### src/rtl/sjf_pkg.sv
// ----------------------------------------------------------------------------
// sjf_pkg: shared types and constants for the shortest-job-first scheduler
// Job slot, cell control, transaction payloads and time limits.
// ----------------------------------------------------------------------------
package sjf_pkg;

  localparam int ID_W       = 8;
  localparam int BURST_W    = 16;
  localparam int TIME_W     = 20;
  localparam int MAX_JOBS_D = 16;

  localparam logic [TIME_W-1:0] TIME_MAX = {TIME_W{1'b1}};

  typedef struct packed {
    logic               valid;
    logic [ID_W-1:0]    id;
    logic [BURST_W-1:0] burst;
  } slot_t;

  typedef struct packed {
    logic ins;
    logic shift;
  } ctrl_t;

  typedef struct packed {
    logic [ID_W-1:0]    proc_id;
    logic [BURST_W-1:0] burst;
    logic               last;
  } in_t;

  typedef struct packed {
    logic [ID_W-1:0]    job_id;
    logic [BURST_W-1:0] job_burst;
    logic [TIME_W-1:0]  start_time;
    logic [TIME_W-1:0]  stop_time;
    logic               final_res;
  } out_t;

endpackage

### src/rtl/shortest_job_first_schedule_core.sv
// ----------------------------------------------------------------------------
// shortest_job_first_schedule_core: non-preemptive shortest-job-first scheduler
// Loads one job per cycle into a chain of sorted cells; on the last job emits
// the schedule from the head of the chain, one result per cycle while out_ready
// is high. in_ready is high while loading and low during the emit pass.
// Reset: all cells empty, no clearing pass; results register empty.
// ----------------------------------------------------------------------------
module shortest_job_first_schedule_core #(
  parameter int MAX_JOBS = sjf_pkg::MAX_JOBS_D
) (
  input  logic         clk,
  input  logic         rst_n,
  input  logic         in_valid,
  output logic         in_ready,
  input  sjf_pkg::in_t  in_data,
  output logic         out_valid,
  input  logic         out_ready,
  output sjf_pkg::out_t out_data
);
  import sjf_pkg::*;

  typedef enum logic [1:0] {
    ST_LOAD = 2'b01,
    ST_EMIT = 2'b10
  } state_t;

  state_t             state_r, state_nxt;
  slot_t              cell_q [MAX_JOBS];
  logic               gt_q   [MAX_JOBS];
  slot_t              new_job;
  slot_t              head_slot;
  ctrl_t              ctrl;
  logic               in_acc;
  logic               full;
  logic               emit_go;
  logic [TIME_W:0]    sum;
  logic [TIME_W-1:0]  stop;
  logic [TIME_W-1:0]  t_r;
  logic               out_valid_r;
  out_t               out_r;
  out_t               out_d;

  assign in_ready  = (state_r == ST_LOAD);
  assign in_acc    = in_valid && in_ready;
  assign full      = cell_q[MAX_JOBS-1].valid;
  assign emit_go   = (state_r == ST_EMIT) && (!out_valid_r || out_ready);

  assign ctrl.ins   = in_acc && !full;
  assign ctrl.shift = emit_go;

  assign new_job.valid = 1'b1;
  assign new_job.id    = in_data.proc_id;
  assign new_job.burst = in_data.burst;

  assign head_slot.valid = 1'b1;
  assign head_slot.id    = '0;
  assign head_slot.burst = '0;

  for (genvar i = 0; i < MAX_JOBS; i++) begin : g_cell
    slot_t prev_s;
    logic  prev_g;
    slot_t next_s;
    if (i == 0) begin : g_head
      assign prev_s = head_slot;
      assign prev_g = 1'b0;
    end else begin : g_body
      assign prev_s = cell_q[i-1];
      assign prev_g = gt_q[i-1];
    end
    if (i == MAX_JOBS - 1) begin : g_tail
      assign next_s = '0;
    end else begin : g_link
      assign next_s = cell_q[i+1];
    end
    sjf_cell u_cell (
      .clk       (clk),
      .rst_n     (rst_n),
      .ctrl      (ctrl),
      .new_job   (new_job),
      .prev_slot (prev_s),
      .prev_gt   (prev_g),
      .next_slot (next_s),
      .slot      (cell_q[i]),
      .gt        (gt_q[i])
    );
  end

  assign sum  = {1'b0, t_r} + {{(TIME_W + 1 - BURST_W){1'b0}}, cell_q[0].burst};
  assign stop = sum[TIME_W] ? TIME_MAX : sum[TIME_W-1:0];

  assign out_d.job_id     = cell_q[0].id;
  assign out_d.job_burst  = cell_q[0].burst;
  assign out_d.start_time = t_r;
  assign out_d.stop_time  = stop;
  assign out_d.final_res  = !cell_q[1].valid;

  always_comb begin
    state_nxt = state_r;
    unique case (state_r)
      ST_LOAD: begin
        if (in_acc && in_data.last) begin
          state_nxt = ST_EMIT;
        end
      end
      ST_EMIT: begin
        if (emit_go && out_d.final_res) begin
          state_nxt = ST_LOAD;
        end
      end
      default: state_nxt = ST_LOAD;
    endcase
  end

  always_ff @(posedge clk) begin
    if (!rst_n) begin
      state_r     <= ST_LOAD;
      t_r         <= '0;
      out_valid_r <= 1'b0;
    end else begin
      state_r <= state_nxt;
      if (emit_go) begin
        out_valid_r <= 1'b1;
        t_r         <= out_d.final_res ? '0 : stop;
      end else if (out_ready) begin
        out_valid_r <= 1'b0;
      end
    end
  end

  always_ff @(posedge clk) begin
    if (emit_go) begin
      out_r <= out_d;
    end
  end

  assign out_valid = out_valid_r;
  assign out_data  = out_r;

  a_chain_packed: assert property (@(posedge clk) disable iff (!rst_n)
    cell_q[1].valid |-> cell_q[0].valid)
    else $error("job chain has a gap at the head");

  a_emit_nonempty: assert property (@(posedge clk) disable iff (!rst_n)
    (state_r == ST_EMIT) |-> cell_q[0].valid)
    else $error("emit pass with empty chain");

  a_final_returns: assert property (@(posedge clk) disable iff (!rst_n)
    (emit_go && out_d.final_res) |=> (state_r == ST_LOAD) && !cell_q[0].valid)
    else $error("final result left jobs behind");

  a_time_clear: assert property (@(posedge clk) disable iff (!rst_n)
    (state_r == ST_LOAD) |-> (t_r == '0))
    else $error("time accumulator not cleared while loading");

  a_stop_order: assert property (@(posedge clk) disable iff (!rst_n)
    emit_go |-> (stop >= t_r))
    else $error("completion time before start time");

endmodule

### src/rtl/sjf_cell.sv
// ----------------------------------------------------------------------------
// sjf_cell: one slot of the sorted job chain
// Holds one job; on insert keeps, takes its left neighbour or takes the new
// job; on shift takes its right neighbour.
// ----------------------------------------------------------------------------
module sjf_cell (
  input  logic          clk,
  input  logic          rst_n,
  input  sjf_pkg::ctrl_t ctrl,
  input  sjf_pkg::slot_t new_job,
  input  sjf_pkg::slot_t prev_slot,
  input  logic          prev_gt,
  input  sjf_pkg::slot_t next_slot,
  output sjf_pkg::slot_t slot,
  output logic          gt
);
  import sjf_pkg::*;

  slot_t slot_r;
  slot_t slot_nxt;

  assign slot = slot_r;
  assign gt   = slot_r.valid && (slot_r.burst > new_job.burst);

  always_comb begin
    slot_nxt = slot_r;
    if (ctrl.shift) begin
      slot_nxt = next_slot;
    end else if (ctrl.ins && (gt || !slot_r.valid)) begin
      if (prev_gt) begin
        slot_nxt = prev_slot;
      end else if (prev_slot.valid) begin
        slot_nxt = new_job;
      end
    end
  end

  always_ff @(posedge clk) begin
    if (!rst_n) begin
      slot_r.valid <= 1'b0;
    end else begin
      slot_r <= slot_nxt;
    end
  end

endmodule

### config.mk
export PLATFORM = sky130hd
export DESIGN_NAME = shortest_job_first_schedule_core
export DESIGN_NICKNAME = d
export VERILOG_FILES = /design/src/rtl/sjf_pkg.sv /design/src/rtl/shortest_job_first_schedule_core.sv /design/src/rtl/sjf_cell.sv
export SDC_FILE = /design/constraint.sdc
export NUM_CORES = 1
export LEC_CHECK = 0
export ABC_AREA = 0
export BUFFER_PORTS_ARGS = -buffer_cell sky130_fd_sc_hd__buf_2
export CORE_ASPECT_RATIO = 0.75
export CORE_UTILIZATION = 60
export CTS_CLUSTER_SIZE = 8
export DETAILED_ROUTE_END_ITERATION = 10
export PLACE_DENSITY = 0.77
export SLEW_MARGIN = 10
export SYNTH_ARGS = -nofsm -noshare
export SYNTH_HDL_FRONTEND = slang
export SYNTH_SLANG_ARGS = --single-unit
### constraint.sdc
create_clock -name clk -period 7.6 [get_ports clk]
set_input_delay 1.14 -clock clk [delete_from_list [all_inputs] [get_ports clk]]
set_output_delay 1.14 -clock clk [all_outputs]
set_load 0.02 [all_outputs]
# [After elaboration in Yosys (flattened, before gate mapping)]
# Index checks and enable logic that the tools add are counted.
[word_totals] elab_cells=283 output_inout_bits=67 input_bits=29 register_bits=488
[op_classes] magnitude_cmp=16 mux=68 reduce_logical=137 n_bitwise=1 add_sub_neg=1 eq_ne=4
[ops] op="25-bit two-way mux" n=60
[ops] op="16-bit > comparator" n=16
[ops] op="3-bit AND reduction" n=15
[ops] op="3-bit nonzero test" n=15
[ops] op="20-bit two-way mux" n=2
[ops] op="1-bit logical AND" n=37
[ops] op="2-bit nonzero test" n=18
[ops] op="2-bit AND reduction" n=17
[ops] op="24-bit two-way mux" n=1
[ops] op="20-bit by 16-bit adder with 21-bit output" n=1
[ops] op="1-bit logical NOT" n=17
[ops] op="1-bit logical OR" n=17
[ops] op="2-bit two-way mux" n=2
[ops] op="2-bit by 1-bit inequality test with 1-bit output, second input constant" n=2
[ops] op="2-bit one-hot mux with 2 select lines" n=1
[ops] op="2-bit by 1-bit == test with 1-bit output, second input constant" n=1
[ops] op="2-bit == test, second input constant" n=1
[ops] op="1-bit two-way mux" n=2
[ops] op="2-bit OR reduction" n=1
[ops] op="1-bit NOT" n=1

# [Logic depth before layout (Yosys ltp)]
[depth] word_depth=6 mapped_depth=12 ltp_nobuf=9

# [Hierarchy]
# From an unflattened synthesis, not the netlist that was laid out.
[unflattened] cells_unflattened=3144 area_unflattened_um2=31818.0
[by_module_without_submodules] module="sjf_cell at g_cell[0].u_cell ..." cells_each=178 seq_area_each_um2=740.7 area_per_inst_um2=1759.2 instances=11
[by_module_without_submodules] module="sjf_cell at g_cell[6].u_cell ..." cells_each=178 seq_area_each_um2=740.7 area_per_inst_um2=1725.4 instances=4
[by_module_without_submodules] module="shortest_job_first_schedule_core" cells_each=295 seq_area_each_um2=2412.3 area_per_inst_um2=3831.2 instances=1
[by_module_without_submodules] module="sjf_cell at g_cell[11].u_cell" cells_each=179 seq_area_each_um2=740.7 area_per_inst_um2=1734.2 instances=1

# [Worst setup path before layout]
# No wires, ideal clock.
[synth_timing] path_kind="input-to-reg" start="in in_data[2] (netlist name)" end="reg g_cell[14].u_cell.slot_r, in the netlist g_cell[14].u_cell.slot[0] (enable)" setup_time_ps=410 path_buffers=1 setup_slack_ps=3457 t_required_ps=7190 path_stages=10 t_arrival_ps=3733 cell_sequence="clkbuf_1 -> inv_1 -> ha_1 -> nor2b_1 -> o211ai_1 -> a21oi_1 -> o21ai_0 -> nand3_1 -> a21boi_0 -> o21bai_1"
[synth_via] elab_chain_len=6 elab_cells_between_ends=9 cone_classes="order compare (2); reduce/logical (7)"
[synth_rtl] item="start: declaration" line="shortest_job_first_schedule_core.sv:15" text="input sjf_pkg::in_t in_data,"
[synth_rtl] item="16-bit > comparator" line="sjf_cell.sv:23" text="assign gt = slot_r.valid && (slot_r.burst > new_job.burst);"
[synth_rtl] item="1-bit logical AND" line="sjf_cell.sv:23"
[synth_rtl] item="1-bit logical OR" line="sjf_cell.sv:29" text="end else if (ctrl.ins && (gt || !slot_r.valid)) begin"
[synth_rtl] item="1-bit logical AND" line="sjf_cell.sv:29"
[synth_rtl] item="2-bit nonzero test (no line)"
[synth_rtl] item="3-bit AND reduction (no line) (*)"
[synth_rtl] item="end signal: assignment" line="sjf_cell.sv:42" text="slot_r <= slot_nxt;"
[synth_rtl] item="end: declaration" line="sjf_cell.sv:19" text="slot_t slot_r;"
# Mark *: on every way between the ends. The rest lies on a longest branch, timed or not.
# A chain may end at the register's enable or synchronous reset.

==> metrics.txt <==
RSZ-0062 raised after global routing false; initial core utilization 0.614; largest net degree at the start of global routing 260; initial antenna violation count 9; share of layout cells above drive strength 1 0.103; outcome finished clean; Final min period about 4.8 ns; maximum vdd drop about 190 uV; async set-reset flop share out of synthesis 0; Area Overhead vs Synth 8.42%; hold_buf cts 0; Seq/Total Area, Yosys 0.486; Final Setup Violations 0; WL/cell between 20 and 30 um; r2r startpoint g_cell[13].u_cell.slot[7]; remaining global-route overflow 0; Clock Skew 0.0216 ns; Post-Syn Area 29400 um2; syn nets approximately 3000; DRT Pass-1 Iters 6; syn avg cell area roughly 11 um2; Worst setup startpoint in_data[5]; Synth warnings 0; post-cts sizing count 0; Max Freq 206 MHz; depth of the CTS H-tree 3; global-route wire length before repair ~130000 um; Critical Path Start Type input port; number of global-route vias before repair between 20000 and 25000; die area between 40000 and 50000 um2; prevailing post-synth register cell edfxtp_1; Pwr per Cell Area between 200 and 250 nW/um2; Filler cells approximately 3600; worst endpoint required time around 7.9 ns; Routed Antenna Nets 0; final hold vios 0; Crit Path Max Fanout 15; Hold Startpoint g_cell[0].u_cell.slot[22]; PortBufs 95; # nets final about 3000; TritonCTS clock tree built; initial DRC count approximately 3000; Std-Cell Core Area 47800 um2; Worst Hold Class reg2reg; worst hold slack ~0.46 ns; setup ws final 2.75 ns; Synth Instances about 2700; Synth area leaders edfxtp_1, ha_1, mux2i_1; Reg clk slew, reported paths 0.05 ns; Synth area leader edfxtp_1; CTS root buf clkbuf_16; pre-CTS setup slack between 2 and 2.5 ns; gr usage total 0.352; CTS buffer count 70; post-CTS setup buffer count 0; fin crit share 0.638; leak pwr 14.0 nW; most frequent cells in the layout edfxtp_1, a21oi_1, nor2_1, mux2i_1, ha_1; slew at the pin with the worst max-slew slack roughly 1.2 ns; Synth top area share 0.459; hpwl dp about 62000 um; Post-route DRC 0; CP arrival between 5 and 6 ns; Crit. End Element flop; Synth Register Bits 488; Max Buffers Root-to-Sink 3; Ports 96; chip width ~260 um; clock sink count 488; commonest non-fill, non-tap cell in the layout edfxtp_1; vias per cell just under 7; Slew Viols, Final 0; Post-Route WL ~90000 um; Clock Latency Late Sink a little under 0.6 ns; final cell count without fillers about 3400; number of synthesized flops with an enable pin between 400 and 500; placed cells 3308; row count between 60 and 70; Max-slew headroom 0.221; vias between 20000 and 25000; DIE HEIGHT between 150 and 200 um; Post-Route Setup TNS 0 ns; GP Congestion slightly below 1; post-synthesis cell type count 77; WS Path Type in2reg; Max Cap Viol 0
-- cell type report --
class | count | area [um2] | area share
multi-input cells | 2015 | 14000 | 0.439
flip-flops and latches | 488 | 14300 | 0.448
diodes | 4 | 10.0 | 0.000314
well taps | 639 | 800 | 0.0251
inverters | 55 | 209 | 0.00656
clock buffers | 104 | 1880 | 0.0590
repair buffers | 111 | 608 | 0.0191
clock inverters | 6 | 97.6 | 0.00307
-- layer usage --
layer	routed length [um]	vias to the layer above	global-route usage
li1	-	10200	-
met5	40	-	0
met2	39800	1348	0.528
met1	37700	11200	0.512
met4	2390	6	0.106
met3	10000	211	0.0761
-- power breakdown --
group / switching (mW) / internal (mW) / total (mW)
registers: 0.0344 / 2.98 / 3.01
logic: 0.337 / 0.197 / 0.534
clock network: 1.19 / 1.71 / 2.90
-- critical path: stages --
cell	delay, ns
buf_2	0.35
inv_1	0.45
ha_1	0.36
a21oi_1	0.13
o21ai_0	0.31
a221oi_1	0.59
a31oi_1	0.22
nand2_1	0.75
buf_4	0.43
mux2i_1	0.29
a21oi_1	0.10
-- sequential cells by signal, summed over array words and instances, names as in the netlist --
| register | flops |
|---|---|
| out_valid | 1 |
| g_cell.u_cell.slot | 400 |
| state_r | 2 |
| out_data | 65 |
| t_r | 20 |
-- synth_stat cells (all sizes together), types with 55 or more instances --
cell and n:
mux2i 289, buf 63, nand2 235, ha 256, inv 55, a21oi 409, nand3 124, o21ai 63
nor2 317, o211ai 59, clkbuf 102, edfxtp 449
-- worst paths after layout --
kind                           endpoint  depth (start not counted)  slack, ns
max          g_cell[14].u_cell.slot[12]                         11       2.75
min                        out_data[63]                          0       0.46
min reg2reg                out_data[63]                          0       0.46
max reg2reg  g_cell[14].u_cell.slot[12]                          9       3.68
-- cells by family after synthesis --
kind of cell | share of synthesized area
AOI/OAI and AO/OA | 0.138
xor gates and xnor gates | 0.00418
adders and majority gates | 0.110
buffers and inverters | 0.0397
DFF | 0.486
muxes | 0.0989
and+or+nand+nor | 0.123
-- stage by stage --
stage	utilization	area [um2]	power, mW
floorplan	-	29400	3.42
global placement	0.624	29900	3.55
detailed placement	0.624	29900	3.58
CTS	0.665	31800	6.44
global route	0.665	31800	6.60
finish	0.666	31800	6.44
(Power assumes the default switching activity.)
